--- config.mk ---
export PLATFORM = sky130hd
export DESIGN_NAME = lru_frame_replacer_top_flat
export DESIGN_NICKNAME = d
export VERILOG_FILES = /design/src/hw/rtl/lrufr_pkg.sv /design/src/hw/rtl/lrufr_req_if.sv /design/src/hw/rtl/lrufr_rsp_if.sv /design/src/hw/rtl/lru_frame_replacer_top.sv /design/src/hw/rtl/lrufr_link_ram.sv /design/src/hw/rtl/lrufr_update.sv /design/src/flat_wrapper.sv
export SDC_FILE = /design/constraint.sdc
export NUM_CORES = 1
export LEC_CHECK = 0
export ABC_AREA = 1
export BUFFER_PORTS_ARGS = -buffer_cell sky130_fd_sc_hd__buf_2
export CAP_MARGIN = 20
export CORE_UTILIZATION = 25
export CTS_CLUSTER_SIZE = 16
export DETAILED_ROUTE_END_ITERATION = 7
export PLACE_DENSITY = 0.4
export SYNTH_ARGS = -nofsm -noshare
export SYNTH_HDL_FRONTEND = slang
export SYNTH_SLANG_ARGS = --single-unit
--- constraint.sdc ---
create_clock -name clk -period 4 [get_ports clk]
set_clock_uncertainty 0.05 [all_clocks]
set_input_delay 0.8 -clock clk [delete_from_list [all_inputs] [get_ports clk]]
set_output_delay 0.8 -clock clk [all_outputs]
set_load 0.1 [all_outputs]
--- src/hw/rtl/lrufr_pkg.sv ---
`timescale 1ns / 1ps
// ----------------------------------------------------------------------------
// LRU frame replacer package
// Request codes and the control word passed from the list update logic.
// ----------------------------------------------------------------------------
package lrufr_pkg;

	localparam int OPCODE_W = 2;
	localparam int FRAME_W  = 6;
	localparam int COUNT_W  = 7;

	// request kinds; the fourth code is unused and changes nothing
	typedef enum logic [OPCODE_W-1:0] {
		OP_VICTIM = 2'd0,
		OP_PIN    = 2'd1,
		OP_UNPIN  = 2'd2
	} op_t;

	// what the update logic decided for the item in stage 1
	typedef struct packed {
		logic take;   // frame leaves the set
		logic put;    // frame joins the set at the newest end
		logic ok;     // successful victim
	} upd_ctrl_t;

endpackage

--- src/hw/rtl/lrufr_req_if.sv ---
`timescale 1ns / 1ps
// ----------------------------------------------------------------------------
// LRU frame replacer request channel
// valid/ready channel carrying one request per transfer.
// ----------------------------------------------------------------------------
interface lrufr_req_if;
	import lrufr_pkg::*;

	logic                valid;
	logic                ready;
	logic [OPCODE_W-1:0] opcode;
	logic [FRAME_W-1:0]  frame_index;

	modport source (output valid, output opcode, output frame_index, input ready);
	modport sink   (input valid, input opcode, input frame_index, output ready);

endinterface

--- src/hw/rtl/lrufr_rsp_if.sv ---
`timescale 1ns / 1ps
// ----------------------------------------------------------------------------
// LRU frame replacer response channel
// valid/ready channel carrying one result per transfer.
// ----------------------------------------------------------------------------
interface lrufr_rsp_if;
	import lrufr_pkg::*;

	logic               valid;
	logic               ready;
	logic               ok;
	logic [FRAME_W-1:0] victim_frame;
	logic [COUNT_W-1:0] evictable_now;

	modport source (output valid, output ok, output victim_frame, output evictable_now,
		input ready);
	modport sink   (input valid, input ok, input victim_frame, input evictable_now,
		output ready);

endinterface

--- src/hw/rtl/lru_frame_replacer_top.sv ---
`timescale 1ns / 1ps
// ----------------------------------------------------------------------------
// LRU frame replacer
// Ordered set of evictable buffer-pool frames kept as a doubly linked list.
// ----------------------------------------------------------------------------
// Takes one request per clock cycle while the response side is not stalled.
// A transferred request is held in the stage 1 register while both link
// memories are read for its frame; then the list update is applied and the
// result register is loaded, from which the result is offered. The
// sustained rate of one request per cycle is set by the update around the
// link memories' read port, whose address for a victim request comes from
// the oldest-frame pointer after the preceding request, with write-to-read
// forwarding inside each memory. Membership flags sit in flip-flops cleared
// by reset, so there is no clearing pass. Frames at or above NUM_FRAMES are
// ignored by pin and unpin.
// ----------------------------------------------------------------------------
module lru_frame_replacer_top
	import lrufr_pkg::*;
#(
	parameter int NUM_FRAMES = 64
) (
	input  logic         clk,
	input  logic         arst_n,
	lrufr_req_if.sink    req,
	lrufr_rsp_if.source  rsp
);

	localparam int IDX_W = $clog2(NUM_FRAMES);
	localparam int CNT_W = $clog2(NUM_FRAMES + 1);

	// stage 1 request register
	logic               valid_s1;
	op_t                op_s1;
	logic [FRAME_W-1:0] frame_s1;

	// list state
	logic [NUM_FRAMES-1:0] member_q;
	logic [IDX_W-1:0]      newest_q;
	logic [IDX_W-1:0]      oldest_q;
	logic [CNT_W-1:0]      count_q;

	// result register
	logic               rsp_valid_q;
	logic               ok_q;
	logic [FRAME_W-1:0] victim_q;
	logic [COUNT_W-1:0] count_out_q;

	// update outputs
	upd_ctrl_t          ctrl;
	logic [IDX_W-1:0]   sel;
	logic [IDX_W-1:0]   newest_n;
	logic [IDX_W-1:0]   oldest_n;
	logic [CNT_W-1:0]   count_n;
	logic               newer_we;
	logic [IDX_W-1:0]   newer_addr;
	logic [IDX_W-1:0]   newer_data;
	logic               older_we;
	logic [IDX_W-1:0]   older_addr;
	logic [IDX_W-1:0]   older_data;
	logic [FRAME_W-1:0] victim_n;
	logic [COUNT_W-1:0] evictable_n;
	logic [IDX_W-1:0]   up;
	logic [IDX_W-1:0]   down;

	logic               adv;
	logic               req_xfer;
	logic [IDX_W-1:0]   oldest_next;
	logic [IDX_W-1:0]   rd_addr;

	// handshake: stage 1 moves on when the result register is free
	assign adv       = valid_s1 && (!rsp_valid_q || rsp.ready);
	assign req.ready = !valid_s1 || adv;
	assign req_xfer  = req.valid && req.ready;

	// read address sees the list after the request now in stage 1
	assign oldest_next = adv ? oldest_n : oldest_q;
	assign rd_addr     = (req.opcode == OP_VICTIM) ? oldest_next : IDX_W'(req.frame_index);

	lrufr_link_ram #(
		.DEPTH (NUM_FRAMES),
		.WIDTH (IDX_W)
	) u_newer_ram (
		.clk       (clk),
		.rd_en     (req_xfer),
		.rd_addr   (rd_addr),
		.rd_data_q (up),
		.wr_en     (adv && newer_we),
		.wr_addr   (newer_addr),
		.wr_data   (newer_data)
	);

	lrufr_link_ram #(
		.DEPTH (NUM_FRAMES),
		.WIDTH (IDX_W)
	) u_older_ram (
		.clk       (clk),
		.rd_en     (req_xfer),
		.rd_addr   (rd_addr),
		.rd_data_q (down),
		.wr_en     (adv && older_we),
		.wr_addr   (older_addr),
		.wr_data   (older_data)
	);

	lrufr_update #(
		.NUM_FRAMES (NUM_FRAMES)
	) u_update (
		.op            (op_s1),
		.frame         (frame_s1),
		.member        (member_q),
		.newest        (newest_q),
		.oldest        (oldest_q),
		.count         (count_q),
		.up            (up),
		.down          (down),
		.ctrl          (ctrl),
		.sel           (sel),
		.newest_n      (newest_n),
		.oldest_n      (oldest_n),
		.count_n       (count_n),
		.newer_we      (newer_we),
		.newer_addr    (newer_addr),
		.newer_data    (newer_data),
		.older_we      (older_we),
		.older_addr    (older_addr),
		.older_data    (older_data),
		.victim_frame  (victim_n),
		.evictable_now (evictable_n)
	);

	// stage 1 request register
	always_ff @(posedge clk or negedge arst_n) begin
		if (!arst_n) begin
			valid_s1 <= 1'b0;
		end else if (req.ready) begin
			valid_s1 <= req.valid;
		end
	end

	always_ff @(posedge clk) begin
		if (req_xfer) begin
			op_s1    <= op_t'(req.opcode);
			frame_s1 <= req.frame_index;
		end
	end

	// list head, tail, count and membership
	always_ff @(posedge clk or negedge arst_n) begin
		if (!arst_n) begin
			member_q <= '0;
			newest_q <= '0;
			oldest_q <= '0;
			count_q  <= '0;
		end else if (adv) begin
			if (ctrl.take) begin
				member_q[sel] <= 1'b0;
			end else if (ctrl.put) begin
				member_q[sel] <= 1'b1;
			end
			newest_q <= newest_n;
			oldest_q <= oldest_n;
			count_q  <= count_n;
		end
	end

	// result register
	always_ff @(posedge clk or negedge arst_n) begin
		if (!arst_n) begin
			rsp_valid_q <= 1'b0;
		end else if (adv) begin
			rsp_valid_q <= 1'b1;
		end else if (rsp.ready) begin
			rsp_valid_q <= 1'b0;
		end
	end

	always_ff @(posedge clk) begin
		if (adv) begin
			ok_q        <= ctrl.ok;
			victim_q    <= victim_n;
			count_out_q <= evictable_n;
		end
	end

	assign rsp.valid         = rsp_valid_q;
	assign rsp.ok            = ok_q;
	assign rsp.victim_frame  = victim_q;
	assign rsp.evictable_now = count_out_q;

endmodule

--- src/hw/rtl/lrufr_link_ram.sv ---
`timescale 1ns / 1ps
// ----------------------------------------------------------------------------
// LRU frame replacer link memory
// One write port, one registered read port; a read of the address being
// written in the same cycle returns the new data.
// ----------------------------------------------------------------------------
module lrufr_link_ram #(
	parameter int DEPTH = 64,
	parameter int WIDTH = 6
) (
	input  logic                     clk,
	input  logic                     rd_en,
	input  logic [$clog2(DEPTH)-1:0] rd_addr,
	output logic [WIDTH-1:0]         rd_data_q,
	input  logic                     wr_en,
	input  logic [$clog2(DEPTH)-1:0] wr_addr,
	input  logic [WIDTH-1:0]         wr_data
);

	logic [WIDTH-1:0] mem_q [DEPTH];

	// write, and read with write-first forwarding
	always_ff @(posedge clk) begin
		if (wr_en) begin
			mem_q[wr_addr] <= wr_data;
		end
		if (rd_en) begin
			if (wr_en && (wr_addr == rd_addr)) begin
				rd_data_q <= wr_data;
			end else begin
				rd_data_q <= mem_q[rd_addr];
			end
		end
	end

endmodule

--- src/hw/rtl/lrufr_update.sv ---
`timescale 1ns / 1ps
// ----------------------------------------------------------------------------
// LRU frame replacer list update
// Next head, tail, count and link writes for the request held in stage 1.
// ----------------------------------------------------------------------------
module lrufr_update
	import lrufr_pkg::*;
#(
	parameter int NUM_FRAMES = 64
) (
	input  op_t                                   op,
	input  logic [FRAME_W-1:0]                    frame,
	input  logic [NUM_FRAMES-1:0]                 member,
	input  logic [$clog2(NUM_FRAMES)-1:0]         newest,
	input  logic [$clog2(NUM_FRAMES)-1:0]         oldest,
	input  logic [$clog2(NUM_FRAMES+1)-1:0]       count,
	input  logic [$clog2(NUM_FRAMES)-1:0]         up,      // newer neighbour of frame
	input  logic [$clog2(NUM_FRAMES)-1:0]         down,    // older neighbour of frame
	output upd_ctrl_t                             ctrl,
	output logic [$clog2(NUM_FRAMES)-1:0]         sel,
	output logic [$clog2(NUM_FRAMES)-1:0]         newest_n,
	output logic [$clog2(NUM_FRAMES)-1:0]         oldest_n,
	output logic [$clog2(NUM_FRAMES+1)-1:0]       count_n,
	output logic                                  newer_we,
	output logic [$clog2(NUM_FRAMES)-1:0]         newer_addr,
	output logic [$clog2(NUM_FRAMES)-1:0]         newer_data,
	output logic                                  older_we,
	output logic [$clog2(NUM_FRAMES)-1:0]         older_addr,
	output logic [$clog2(NUM_FRAMES)-1:0]         older_data,
	output logic [FRAME_W-1:0]                    victim_frame,
	output logic [COUNT_W-1:0]                    evictable_now
);

	localparam int IDX_W = $clog2(NUM_FRAMES);
	localparam int CNT_W = $clog2(NUM_FRAMES + 1);

	logic is_victim;
	logic is_pin;
	logic is_unpin;
	logic in_range;
	logic nonempty;

	// request decode and membership check
	always_comb begin
		is_victim = (op == OP_VICTIM);
		is_pin    = (op == OP_PIN);
		is_unpin  = (op == OP_UNPIN);
		in_range  = (32'(frame) < NUM_FRAMES);
		nonempty  = (count != '0);
		sel       = is_victim ? oldest : IDX_W'(frame);
		ctrl.ok   = is_victim && nonempty;
		ctrl.take = ctrl.ok || (is_pin && in_range && member[sel]);
		ctrl.put  = is_unpin && in_range && !member[sel];
	end

	// unlink or append; links of the newest frame's newer side and the
	// oldest frame's older side are never followed, so they are not kept
	always_comb begin
		newest_n   = newest;
		oldest_n   = oldest;
		count_n    = count;
		newer_we   = 1'b0;
		newer_addr = down;
		newer_data = up;
		older_we   = 1'b0;
		older_addr = up;
		older_data = down;
		if (ctrl.take) begin
			if (count <= CNT_W'(1)) begin
				newest_n = '0;
				oldest_n = '0;
			end else if (sel == newest) begin
				newest_n = down;
			end else if (sel == oldest) begin
				oldest_n = up;
			end else begin
				newer_we = 1'b1;
				older_we = 1'b1;
			end
			count_n = count - CNT_W'(1);
		end else if (ctrl.put) begin
			if (!nonempty) begin
				newest_n = sel;
				oldest_n = sel;
			end else begin
				older_we   = 1'b1;
				older_addr = sel;
				older_data = newest;
				newer_we   = 1'b1;
				newer_addr = newest;
				newer_data = sel;
				newest_n   = sel;
			end
			count_n = count + CNT_W'(1);
		end
	end

	// result fields
	assign victim_frame  = ctrl.ok ? FRAME_W'(sel) : '0;
	assign evictable_now = COUNT_W'(count_n);

endmodule

--- src/flat_wrapper.sv ---
// flat-port wrapper written by rule: the top's interface ports become plain ports
module lru_frame_replacer_top_flat import lrufr_pkg::*;
#(
	parameter int NUM_FRAMES = 64
)
  (clk, arst_n, req_valid, req_opcode, req_frame_index, req_ready, rsp_valid, rsp_ok, rsp_victim_frame, rsp_evictable_now, rsp_ready);
  lrufr_req_if req_i ();
  lrufr_rsp_if rsp_i ();
  input  logic clk;
  input  logic arst_n;
  input wire logic [$bits(req_i.valid)-1:0] req_valid;
  input wire logic [$bits(req_i.opcode)-1:0] req_opcode;
  input wire logic [$bits(req_i.frame_index)-1:0] req_frame_index;
  output wire logic [$bits(req_i.ready)-1:0] req_ready;
  output wire logic [$bits(rsp_i.valid)-1:0] rsp_valid;
  output wire logic [$bits(rsp_i.ok)-1:0] rsp_ok;
  output wire logic [$bits(rsp_i.victim_frame)-1:0] rsp_victim_frame;
  output wire logic [$bits(rsp_i.evictable_now)-1:0] rsp_evictable_now;
  input wire logic [$bits(rsp_i.ready)-1:0] rsp_ready;
  assign req_i.valid = req_valid;
  assign req_i.opcode = req_opcode;
  assign req_i.frame_index = req_frame_index;
  assign req_ready = req_i.ready;
  assign rsp_valid = rsp_i.valid;
  assign rsp_ok = rsp_i.ok;
  assign rsp_victim_frame = rsp_i.victim_frame;
  assign rsp_evictable_now = rsp_i.evictable_now;
  assign rsp_i.ready = rsp_ready;
  lru_frame_replacer_top #(.NUM_FRAMES(NUM_FRAMES)) u_core (.clk(clk), .arst_n(arst_n), .req(req_i), .rsp(rsp_i));
endmodule
Word-level counts from Yosys, hierarchy flattened:

Memories as Yosys holds them, arrays and structs flattened. A register that Yosys moved wholly into a read port is not among the register bits.
Index checks and enable logic that the tools add are counted.

* reductions and logical operators: 20
* $lt $le $gt $ge: 3
* eq/ne operators: 5
* div/mod/pow operators: 0
* bitwise gates (word level): 3
* mux-type cells: 37
* add/subtract/negate cells: 2
* multipliers: 0
* shifts and indexed selects: 0

Operators by type and width (number)
* 64-bit 2-to-1 mux: 2
* 6-bit 2-to-1 mux: 19
* 64-bit bitwise AND: 1
* 64-bit NOT: 1
* 64-bit OR: 1
* 7-bit 2-to-1 mux: 2
* 6-bit == test: 2
* 1-bit 2-to-1 mux: 12
* 7-bit by 1-bit adder with 7-bit output, second input constant: 1
* 7-bit by 1-bit less-or-equal comparator with 1-bit output, second input constant: 1
* 1-bit logical AND: 7
* 6-bit by 7-bit < comparator with 1-bit output, second input constant: 1
* 7-bit nonzero test: 1
* 7-bit by 1-bit subtractor with 7-bit output, second input constant: 1
* 1-bit binary-select mux with 6-bit select: 1
* 1-bit demux with 6-bit select: 1
* 6-bit by 1-bit >= comparator with 1-bit output, second input constant: 1
* 2-bit logical NOT: 2
* 2-bit nonzero test: 2
* 1-bit logical NOT: 3
* 1-bit logical OR: 3
* 3-bit inequality test, second input constant: 1
* 3-bit AND reduction: 1
* 2-bit by 1-bit == test with 1-bit output, second input constant: 1
* 2 further kinds: 2

* memories: 2
* output and inout bits: 16
* input bits: 12
* RAM bits: 768
* bits in latches: 0
* bits in read-only memories: 0
* flip-flop bits (word level): 107
* logic and storage cells: 83

Memory list
* u_core.u_newer_ram.mem_q: depth 64, width 6, read ports 1, clocked after Yosys merged registers in 1, wr ports 1, RTL line lrufr_link_ram.sv:20 `logic [WIDTH-1:0] mem_q [DEPTH];`
* u_core.u_older_ram.mem_q: depth 64, width 6, read ports 1, clocked after Yosys merged registers in 1, wr ports 1, RTL line lrufr_link_ram.sv:20

Longest topological paths before layout:

Gate-level depths: netlist (run 1).

* depth in word-level cells: 11
* gate-level depth with buffers: 31
* depth with buffers taken out: 29

Modules after synthesis:

From an unflattened synthesis (run 1), not the netlist that was laid out.

* cell total of the unflattened synthesis: 3861
* area total of the unflattened synthesis: 39296.4 sq um

Modules (own cells, without submodules)
* lrufr_link_ram: instances 2, area each 16041.6 sq um, cells each 1389, seq. area each 11711.2 sq um
* lru_frame_replacer_top: instances 1, area each 4807.1 sq um, cells each 579, seq. area each 2787.7 sq um
* lrufr_update: instances 1, area each 2406.1 sq um, cells each 504, seq. area each 0.0 sq um

Least setup slack after synthesis (run 1):

No wires, ideal clock.

* path kind: register to register
* from: reg u_core.op_s1[0]
* to: mem u_core.u_older_ram.mem_q[10][0] (enable)
* arrival: 3.936 ns
* setup slack: -0.267 ns
* data required time: 3.669 ns
* buffers on the path: 2
* period minus slack after synthesis: 4.267 ns
* setup time: 0.281 ns
* stages on the path, launching flop included: 19
* cell sequence: edfxtp_1 -> nor2_2 -> buf_6 -> nand2_2 -> o21ai_4 -> inv_6 -> nor3_2 -> o21ai_1 -> nand2_1 -> nor2_2 -> nand3_4 -> buf_8 -> nor2_8 -> inv_4 -> nor2_1 -> a21oi_1 -> clkinv_1 -> nand2_1 -> nor2_1

* elaborated cells on any way between the ends: 24
* those cells by class: eq/ne (4); mux (13); reduce/logical (7)

RTL lines
* start: declaration: RTL line lru_frame_replacer_top.sv:33 `op_t op_s1;`
* start signal: assignment: RTL line lru_frame_replacer_top.sv:142 `op_s1 <= op_t'(req.opcode);`
* 2-bit logical NOT: RTL line lrufr_update.sv:45 `is_victim = (op == OP_VICTIM);`
* 6-bit 2-to-1 mux: RTL line lrufr_update.sv:50 `sel = is_victim ? oldest : IDX_W'(frame);`
* 1-bit binary-select mux with 6-bit select: RTL line lrufr_update.sv:52, lrufr_update.sv:53
* 1-bit 2-to-1 mux (not written as such): RTL line lrufr_update.sv:52, lrufr_update.sv:53
* 1-bit logical NOT: RTL line lrufr_update.sv:53 `ctrl.put = is_unpin && in_range && !member[sel];`
* 1-bit logical AND: RTL line lrufr_update.sv:53
* 6-bit 2-to-1 mux
* 6-bit 2-to-1 mux *
* named net u_core.newer_data[3]: RTL line lru_frame_replacer_top.sv:56 `logic [IDX_W-1:0] newer_data;`
* end: declaration: RTL line lrufr_link_ram.sv:20

Mark *: on every way through the listed nets, which the timed path passes. The rest lies on a longest branch. The select of a mux whose other input is x is not followed.

Worst setup path in the final report (run 1):

* from: reg u_core.op_s1[0]
* to: reg u_core.u_older_ram.rd_data_q[5] (read register of u_core.u_older_ram.mem_q) (data pin)

* word-level cells in the longest chain between the ends: 10
* elaborated cells on any way between the ends: 21
* those cells by class: eq/ne (4); mux (11); reduce/logical (6)

RTL lines
* 2-bit logical NOT: RTL line lrufr_update.sv:45
* 6-bit 2-to-1 mux: RTL line lrufr_update.sv:50
* 1-bit binary-select mux with 6-bit select: RTL line lrufr_update.sv:52, lrufr_update.sv:53
* 1-bit 2-to-1 mux (not written as such): RTL line lrufr_update.sv:52, lrufr_update.sv:53
* 1-bit logical NOT: RTL line lrufr_update.sv:53
* 1-bit logical AND: RTL line lrufr_update.sv:53
* 6-bit 2-to-1 mux: RTL line lrufr_update.sv:81 `end else if (ctrl.put) begin`
* 6-bit 2-to-1 mux *: RTL line lrufr_update.sv:68 `if (ctrl.take) begin`
* 6-bit 2-to-1 mux *
* 6-bit 2-to-1 mux *: RTL line lru_frame_replacer_top.sv:77 `assign rd_addr = (req.opcode == OP_VICTIM) ? oldest_next : IDX_W'(req.frame_index);`
* end: declaration: RTL line lrufr_link_ram.sv:14 `output logic [WIDTH-1:0] rd_data_q,`

Every way passes the cells marked *; elsewhere a longest branch is shown, timed or not. The select of a mux whose other input is x is not followed.
A chain may end at the register's enable or synchronous reset.

==> summary.txt, run 1 <==
Status
  – Status: finished with violations
  – Violations in the final reports: negative setup slack

Drt
  – Vias after detailed routing: 30.8k
  – Remaining routing DRC violations: 0
  – Post-Route WL: ~140 mm
  – Number of nets still failing antenna checks after routing: 0
  – Average wire length per cell after detail routing: roughly 20 um
  – Number of iterations in the first detailed-routing pass: 5
  – Vias per cell: approximately 4.5
  – First DRT Iteration DRCs: 1965

Setup path
  – Worst path slowest cell: sky130_fd_sc_hd__edfxtp_1
  – Capturing element type of the critical path: flop
  – Worst setup path category: reg -> reg
  – Most prevalent standard cell on the critical path: sky130_fd_sc_hd__nand2_1
  – Highest net fanout along the worst path: 7
  – Crit path launch type: flop
  – Data arrival at the endpoint of the critical path: roughly 4.6 ns
  – Delay of the slowest cell on the worst path: 0.46 ns
  – Worst EP required: between 4 and 5 ns

Placed design
  – Buffers on Ports: 27
  – Placer congestion estimate: around 0.81
  – Setup slack at placement: -0.575 ns
  – Hpwl dp: 84.8 mm
  – Cell area after placement: ~48000 um^2

Clocking
  – Worst-Skew Late Latency: 0.74 ns
  – CTS tree: built
  – Number of buffers created by CTS: approximately 100
  – Clock-pin slew reported for the worst setup and hold paths after clock tree synthesis: ~0.060 ns
  – Master cell of the clock root buffer: sky130_fd_sc_hd__clkbuf_16
  – Largest buffer count on any clock path: 3
  – Clock H-tree levels: 3
  – Clk sink count: between 800 and 900

Logic synthesis
  – Synth cell types: 45
  – Leading area contributor after synthesis: sky130_fd_sc_hd__edfxtp_1
  – Share of synthesized flip-flops with an asynchronous set or reset: 0.0958
  – Post-Syn Instances: between 4k and 5k
  – Sequential element share of the synthesized area: 0.632
  – Synth area leaders: sky130_fd_sc_hd__edfxtp_1 58%, sky130_fd_sc_hd__nand3_1 10%, sky130_fd_sc_hd__nand2_1 7.2%
  – Number of nets produced by synthesis: 4090
  – Number of synthesized flops with an enable pin: between 800 and 900
  – Main synth FF type: sky130_fd_sc_hd__edfxtp_1
  – Flip-flop and latch count after synthesis: around 890
  – Average size of a mapped cell: 10.2 um^2
  – Fraction of post-synthesis cell area in the top cell type by area: 0.581
  – Synth Cell Area: between 40000 and 50000 um^2
  – YS warnings: 0

Floorplanning
  – Starting density of the core: 0.251
  – Placeable Area: approximately 160000 um^2
  – Horizontal die dimension: approximately 410 um
  – Die area: around 170000 um^2
  – Height of the chip: 409 um
  – Row count: between 100 and 150
  – I/O Pins: 28

Cells and area
  – NumNets Final: between 4k and 5k
  – Number of fillers in the final layout: ~17k
  – Most frequent cells in the layout: 802 x sky130_fd_sc_hd__edfxtp_1, 740 x sky130_fd_sc_hd__nand2_1, 706 x sky130_fd_sc_hd__nand3_1
  – Fraction of layout cells with a size suffix above 1: 0.261
  – Area growth from synthesis to layout: 35.9%
  – Final standard cell area without fillers: around 56000 um^2
  – Most frequent standard cell in the layout excluding fill and tap cells: sky130_fd_sc_hd__edfxtp_1
  – Count of antenna diodes in the layout: 0

Global route
  – Number of antenna violations at the first check in global routing: 0
  – First-pass GRT wire length: between 200 and 250 mm
  – GRT Overall Usage: 0.164
  – Vias in the first global route: 30.8k
  – Total grt overflow: 0
  – Largest net degree at the start of global routing: approximately 90

Timing
  – Setup violators final: 330
  – Tightest Pin Transition: ~0.78 ns
  – Period utilisation layout: 1.04
  – Shortest period the worst path allows: approximately 4.2 ns
  – RSZ-0062 raised after global routing: true
  – Setup slack of the critical path after layout: -0.166 ns
  – Max-slew violation count: 0
  – Max Freq: roughly 240 MHz
  – Max-slew headroom: 0.479
  – Final hold vios: 0
  – Worst hold slack across all endpoints: 0.0391 ns

Hold path
  – HP Class: in -> async

Power
  – Worst vdd ir: 0.000439 V
  – Power density over cell area: 548 nW/um^2
  – Static Leak: approximately 22 nW

Flow run
  – Max-capacitance violation count: 0
## final timing paths
path / startpoint / endpoint / slack (ns) / depth (start not counted)
setup / recovery: u_core.op_s1[0]$_DFFE_PP_ / u_core.u_older_ram.rd_data_q[5]$_DFFE_PP_ / -0.17 / 33
hold / removal: arst_n / u_core.count_q[6]$_DFFE_PN0P_ / 0.04 / 1
setup reg to reg: u_core.op_s1[0]$_DFFE_PP_ / u_core.u_older_ram.rd_data_q[5]$_DFFE_PP_ / -0.17 / 33
hold reg to reg: flop / flop / 0.43 / 2
max in group asynchronous: arst_n / async pin / 3.09 / 2
min in group clk: req_frame_index[5] / u_core.frame_s1[5]$_DFFE_PP_ / 0.22 / 1
## cells by family after synthesis
family                     Yosys count  synth area share
and+or+nand+nor                   2211             0.257
DFF                                887             0.632
buffers and inverters              806            0.0849
AOI/OAI and AO/OA                  149            0.0203
xor gates and xnor gates            15           0.00317
muxes                                4           0.00109
adders and majority gates            3          0.000906
## sequential cells by signal, indices dropped and copies added (netlist names), 2 cells and up, named ones only
signal                        flops
u_core.count_q                    7
u_core.frame_s1                   6
u_core.newest_q                   6
u_core.oldest_q                   6
u_core.op_s1                      2
u_core.rsp.evictable_now          7
u_core.rsp.victim_frame           6
u_core.u_newer_ram.mem_q        384
u_core.u_newer_ram.rd_data_q      6
u_core.u_older_ram.mem_q        384
u_core.u_older_ram.rd_data_q      6
## power breakdown
group	internal [mW]	switching (mW)	total [mW]
registers	11.4	0.255	11.6
clock network	5.46	4.01	9.47
logic	3.50	6.25	9.75
total	20.3	10.5	30.8
## final cells by class
cell class	instances	area, um^2	share of cell area
clock inverters	67	674	0.0120
clock buffers	123	2630	0.0467
inverters	581	2260	0.0402
repair buffers	623	7560	0.134
well taps	2189	2740	0.0486
flip-flops and latches	887	26200	0.465
multi-input cells	2385	14300	0.253
## per-layer routing
layer,vias to the layer above,part of all wire,track usage
li1,14830,-,-
met1,15258,0.47,0.225
met2,548,0.47,0.271
met3,172,0.036,0.0194
met4,0,0.024,0.0456
met5,-,0,0
## Yosys cell counts, types with 2 or more instances
| master | number |
|---|---|
| sky130_fd_sc_hd__nor4_1 | 2 |
| sky130_fd_sc_hd__o21ai_4 | 3 |
| sky130_fd_sc_hd__buf_6 | 36 |
| sky130_fd_sc_hd__inv_2 | 6 |
| sky130_fd_sc_hd__xor2_1 | 15 |
| sky130_fd_sc_hd__edfxtp_1 | 802 |
| sky130_fd_sc_hd__a21oi_1 | 46 |
| sky130_fd_sc_hd__mux2_2 | 4 |
| sky130_fd_sc_hd__nand3b_1 | 286 |
| sky130_fd_sc_hd__o22ai_1 | 7 |
| sky130_fd_sc_hd__nor3_2 | 8 |
| sky130_fd_sc_hd__dfrtp_1 | 85 |
| sky130_fd_sc_hd__a221oi_1 | 2 |
| sky130_fd_sc_hd__clkinv_1 | 3 |
| sky130_fd_sc_hd__nor2_1 | 223 |
| sky130_fd_sc_hd__buf_4 | 23 |
| sky130_fd_sc_hd__nor2_2 | 4 |
| sky130_fd_sc_hd__a21oi_2 | 4 |
| sky130_fd_sc_hd__nand4_1 | 14 |
| sky130_fd_sc_hd__clkbuf_1 | 41 |
| sky130_fd_sc_hd__o21ai_1 | 15 |
| sky130_fd_sc_hd__inv_1 | 569 |
| sky130_fd_sc_hd__nand2_4 | 3 |
| sky130_fd_sc_hd__nor3_1 | 3 |
| sky130_fd_sc_hd__inv_4 | 2 |
| sky130_fd_sc_hd__nand2_1 | 795 |
| sky130_fd_sc_hd__nand3_2 | 2 |
| sky130_fd_sc_hd__o21ai_2 | 4 |
| sky130_fd_sc_hd__ha_1 | 3 |
| sky130_fd_sc_hd__or2_2 | 4 |
| sky130_fd_sc_hd__o21ai_0 | 64 |
| sky130_fd_sc_hd__nand2_2 | 10 |
| sky130_fd_sc_hd__nand3_1 | 853 |
| sky130_fd_sc_hd__buf_1 | 33 |
| sky130_fd_sc_hd__buf_2 | 91 |
## worst max-delay path, delay by kind of cell, from the launching register on
| kind | cells | cell delay [ns] |
|---|---|---|
| buf+inv | 7 | 0.98 |
| compound gates | 1 | 0.14 |
| simple gates | 25 | 2.24 |
| flops | 1 | 0.46 |
## stage by stage
stage               total power [mW]  setup TNS, ns  utilization  cells
floorplan                       15.7         -54.76            -   4075
global placement                19.5        -201.86        0.289   6542
detailed placement              19.5        -234.27        0.289   6543
CTS                             30.1          -3.99        0.325   6826
global route                    32.2        -120.94        0.342   6855
finish                          30.8         -11.65        0.342   6855
## repair_timing
action	CTS	global route
setup endpoints to repair	1019	1033
hold buffers	0	0
gates cloned	34	3
pin swaps	68	125
buffers inserted	61	48
gates resized for setup	280	636
(Power assumes the default switching activity.)
==> run 2, diff against run 1 <==
- RECOVER_POWER: unset -> 25
==> run 2 against run 1 <==
The run ends with max-capacitance violations, max-slew violations, negative setup slack left; worst setup slack worse by 0.0020 ns; sequential power about the same; die area unchanged; clock power hardly changed; global-route usage is the same; first-iteration DRC count decreased by 0.10%; largest cell class unchanged.
==> summary.txt, run 2 (synthesis gave the netlist of run 1 again) <==
Status
  – Status: finished with violations (unchanged)
  – Violations in the final reports: max-capacitance violations, max-slew violations, negative setup slack (was negative setup slack)

Cells and area
  – Area growth from synthesis to layout: 35.8% (was 35.9%)
  – Post-layout instance count excluding filler cells: 6855 (unchanged)
  – Number of fillers in the final layout: 16.7k (was 16.6k)
  – Most frequent cells in the layout: 802 x sky130_fd_sc_hd__edfxtp_1, 740 x sky130_fd_sc_hd__nand2_1, 706 x sky130_fd_sc_hd__nand3_1 (unchanged)
  – NumNets Final: 4595 (unchanged)
  – Largest registers: u_core.u_newer_ram.mem_q x384, u_core.u_older_ram.mem_q x384 (unchanged)
  – Most frequent standard cell in the layout excluding fill and tap cells: sky130_fd_sc_hd__edfxtp_1 (unchanged)
  – Fraction of layout cells with a size suffix above 1: 0.256 (was 0.261)
  – Count of antenna diodes in the layout: 0 (unchanged)

Global route
  – Number of antenna violations at the first check in global routing: 0 (unchanged)
  – First-pass GRT wire length: 207 mm (unchanged)
  – Largest net degree at the start of global routing: 91 (unchanged)
  – GRT Overall Usage: 0.164 (unchanged)
  – Vias in the first global route: 30.8k (unchanged)
  – Total grt overflow: 0 (unchanged)

Setup path
  – Crit path launch type: flop (unchanged)
  – Highest net fanout along the worst path: 7 (unchanged)
  – Worst path slowest cell: sky130_fd_sc_hd__edfxtp_1 (unchanged)
  – Data arrival at the endpoint of the critical path: 4.60 ns (about the same)
  – Delay of the slowest cell on the worst path: 0.46 ns (about the same)
  – Capturing element type of the critical path: flop (unchanged)
  – Worst EP required: 4.44 ns (was 4.43 ns)
  – Worst setup path category: reg -> reg (unchanged)
  – Most prevalent standard cell on the critical path: sky130_fd_sc_hd__nand2_1 (unchanged)

Placed design
  – Hpwl dp: 84.8 mm (unchanged)
  – Placer congestion estimate: 0.811 (unchanged)
  – Buffers on Ports: 27 (unchanged)
  – Total placed cells including tap cells: 6543 (unchanged)

Clocking
  – Clk sink count: 887 (unchanged)
  – Clock H-tree levels: 3 (unchanged)
  – Worst-Skew Late Latency: 0.74 ns (about the same)
  – Number of buffers created by CTS: 102 (unchanged)
  – Largest buffer count on any clock path: 3 (unchanged)
  – Clock-pin slew reported for the worst setup and hold paths after clock tree synthesis: 0.06 ns (about the same)
  – Hold_buf cts: 0 (unchanged)
  – CTS tree: built (unchanged)
  – Master cell of the clock root buffer: sky130_fd_sc_hd__clkbuf_16 (unchanged)

Power
  – Power density over cell area: 548 nW/um^2 (about the same)
  – Static Leak: 22.2 nW (was 22.3 nW)
  – Worst vdd ir: 0.000435 V (was 0.000439 V)

Drt
  – Vias after detailed routing: 30.8k (about the same)
  – Number of nets still failing antenna checks after routing: 0 (unchanged)
  – Post-Route WL: 139 mm (about the same)
  – Remaining routing DRC violations: 0 (unchanged)
  – Number of iterations in the first detailed-routing pass: 5 (unchanged)
  – Average wire length per cell after detail routing: 20.2 um (was 20.3 um)
  – First DRT Iteration DRCs: 1963 (was 1965)
  – Vias per cell: 4.50 (was 4.49)

Timing
  – Setup slack of the critical path after layout: -0.168 ns (was -0.166 ns)
  – Max-slew violation count: 43 (was 0)
  – Max-slew headroom: -0.694 (was 0.479)
  – Shortest period the worst path allows: 4.17 ns (about the same)
  – Max Freq: 240 MHz (about the same)
  – Final hold vios: 0 (unchanged)
  – Tightest Pin Transition: 2.54 ns (was 0.782 ns)
  – Setup violators final: 337 (was 330)
  – RSZ-0062 raised after global routing: true (unchanged)
  – Total negative setup slack: -12.49 ns (was -11.65 ns)
  – Period utilisation layout: 1.04 (about the same)

Hold path
  – HP Class: in -> reg (was in -> async)

Floorplanning
  – Die area: 167000 um^2 (unchanged)
  – Starting density of the core: 0.251 (unchanged)
  – Row count: 149 (unchanged)
  – I/O Pins: 28 (unchanged)
  – Placeable Area: 165000 um^2 (unchanged)
  – Height of the chip: 409 um (unchanged)
  – Horizontal die dimension: 409 um (unchanged)

Flow run
  – Max-capacitance violation count: 1 (was 0)
run 2: power breakdown:
part           internal, mW  switching (mW)
combinational          3.48            6.25
sequential             11.4           0.257
clock                  5.46            4.01
total                  20.3            10.5
run 2: per-stage QoR:
stage	setup slack [ns]	instance area (um^2)	total power, mW	utilization	hold WS (ns)
3_3_place_gp	-0.556	47600	19.5	0.289	0.416
6_report	-0.168	56300	30.8	0.341	0.218
2_1_floorplan	-0.140	41500	15.7	-	0.403
3_5_place_dp	-0.575	47600	19.5	0.289	0.424
4_1_cts	-0.194	53600	30.1	0.325	0.00365
5_1_grt	-0.387	56300	32.1	0.341	0.197
run 2: cell type report:
| type | instances | area, um^2 | share of cell area |
|---|---|---|---|
| flip-flops and latches | 887 | 26200 | 0.466 |
| multi-input cells | 2385 | 14300 | 0.253 |
| repair buffers | 623 | 7490 | 0.133 |
| well taps | 2189 | 2740 | 0.0487 |
| clock buffers | 123 | 2630 | 0.0468 |
| inverters | 581 | 2260 | 0.0402 |
| clock inverters | 67 | 674 | 0.0120 |
run 2: final timing paths:
path | startpoint | end | slack [ns] | cells after the start
max reg2reg | u_core.op_s1[0]$_DFFE_PP_ | u_core.u_older_ram.rd_data_q[5]$_DFFE_PP_ | -0.17 | 33
min in group asynchronous | arst_n | u_core.count_q[6]$_DFFE_PN0P_ | 0.82 | 1
min reg2reg | flop | flop | 0.43 | 2
min | req_frame_index[5] | u_core.frame_s1[5]$_DFFE_PP_ | 0.22 | 1
max | u_core.op_s1[0]$_DFFE_PP_ | u_core.u_older_ram.rd_data_q[5]$_DFFE_PP_ | -0.17 | 33
max in group asynchronous | arst_n | async pin | 0.92 | 2
run 2: timing repair:
item                                    in CTS  in global routing
gates cloned                                34                  3
pin swaps                                   68                125
buffers inserted                            61                 48
gates resized for setup                    280                636
endpoints found under the setup margin    1019               1033
run 2: per-layer routing:
metal  GRT usage  part of all wire
met1       0.225              0.47
met2       0.271              0.47
met3      0.0194             0.036
met4      0.0456             0.024
met5           0                 0
run 2: worst max-delay path, delay by kind of cell (launching register included):
kind	cells	cell delay (ns)
compound gates	1	0.14
buf+inv	7	0.98
simple gates	25	2.24
flops	1	0.46
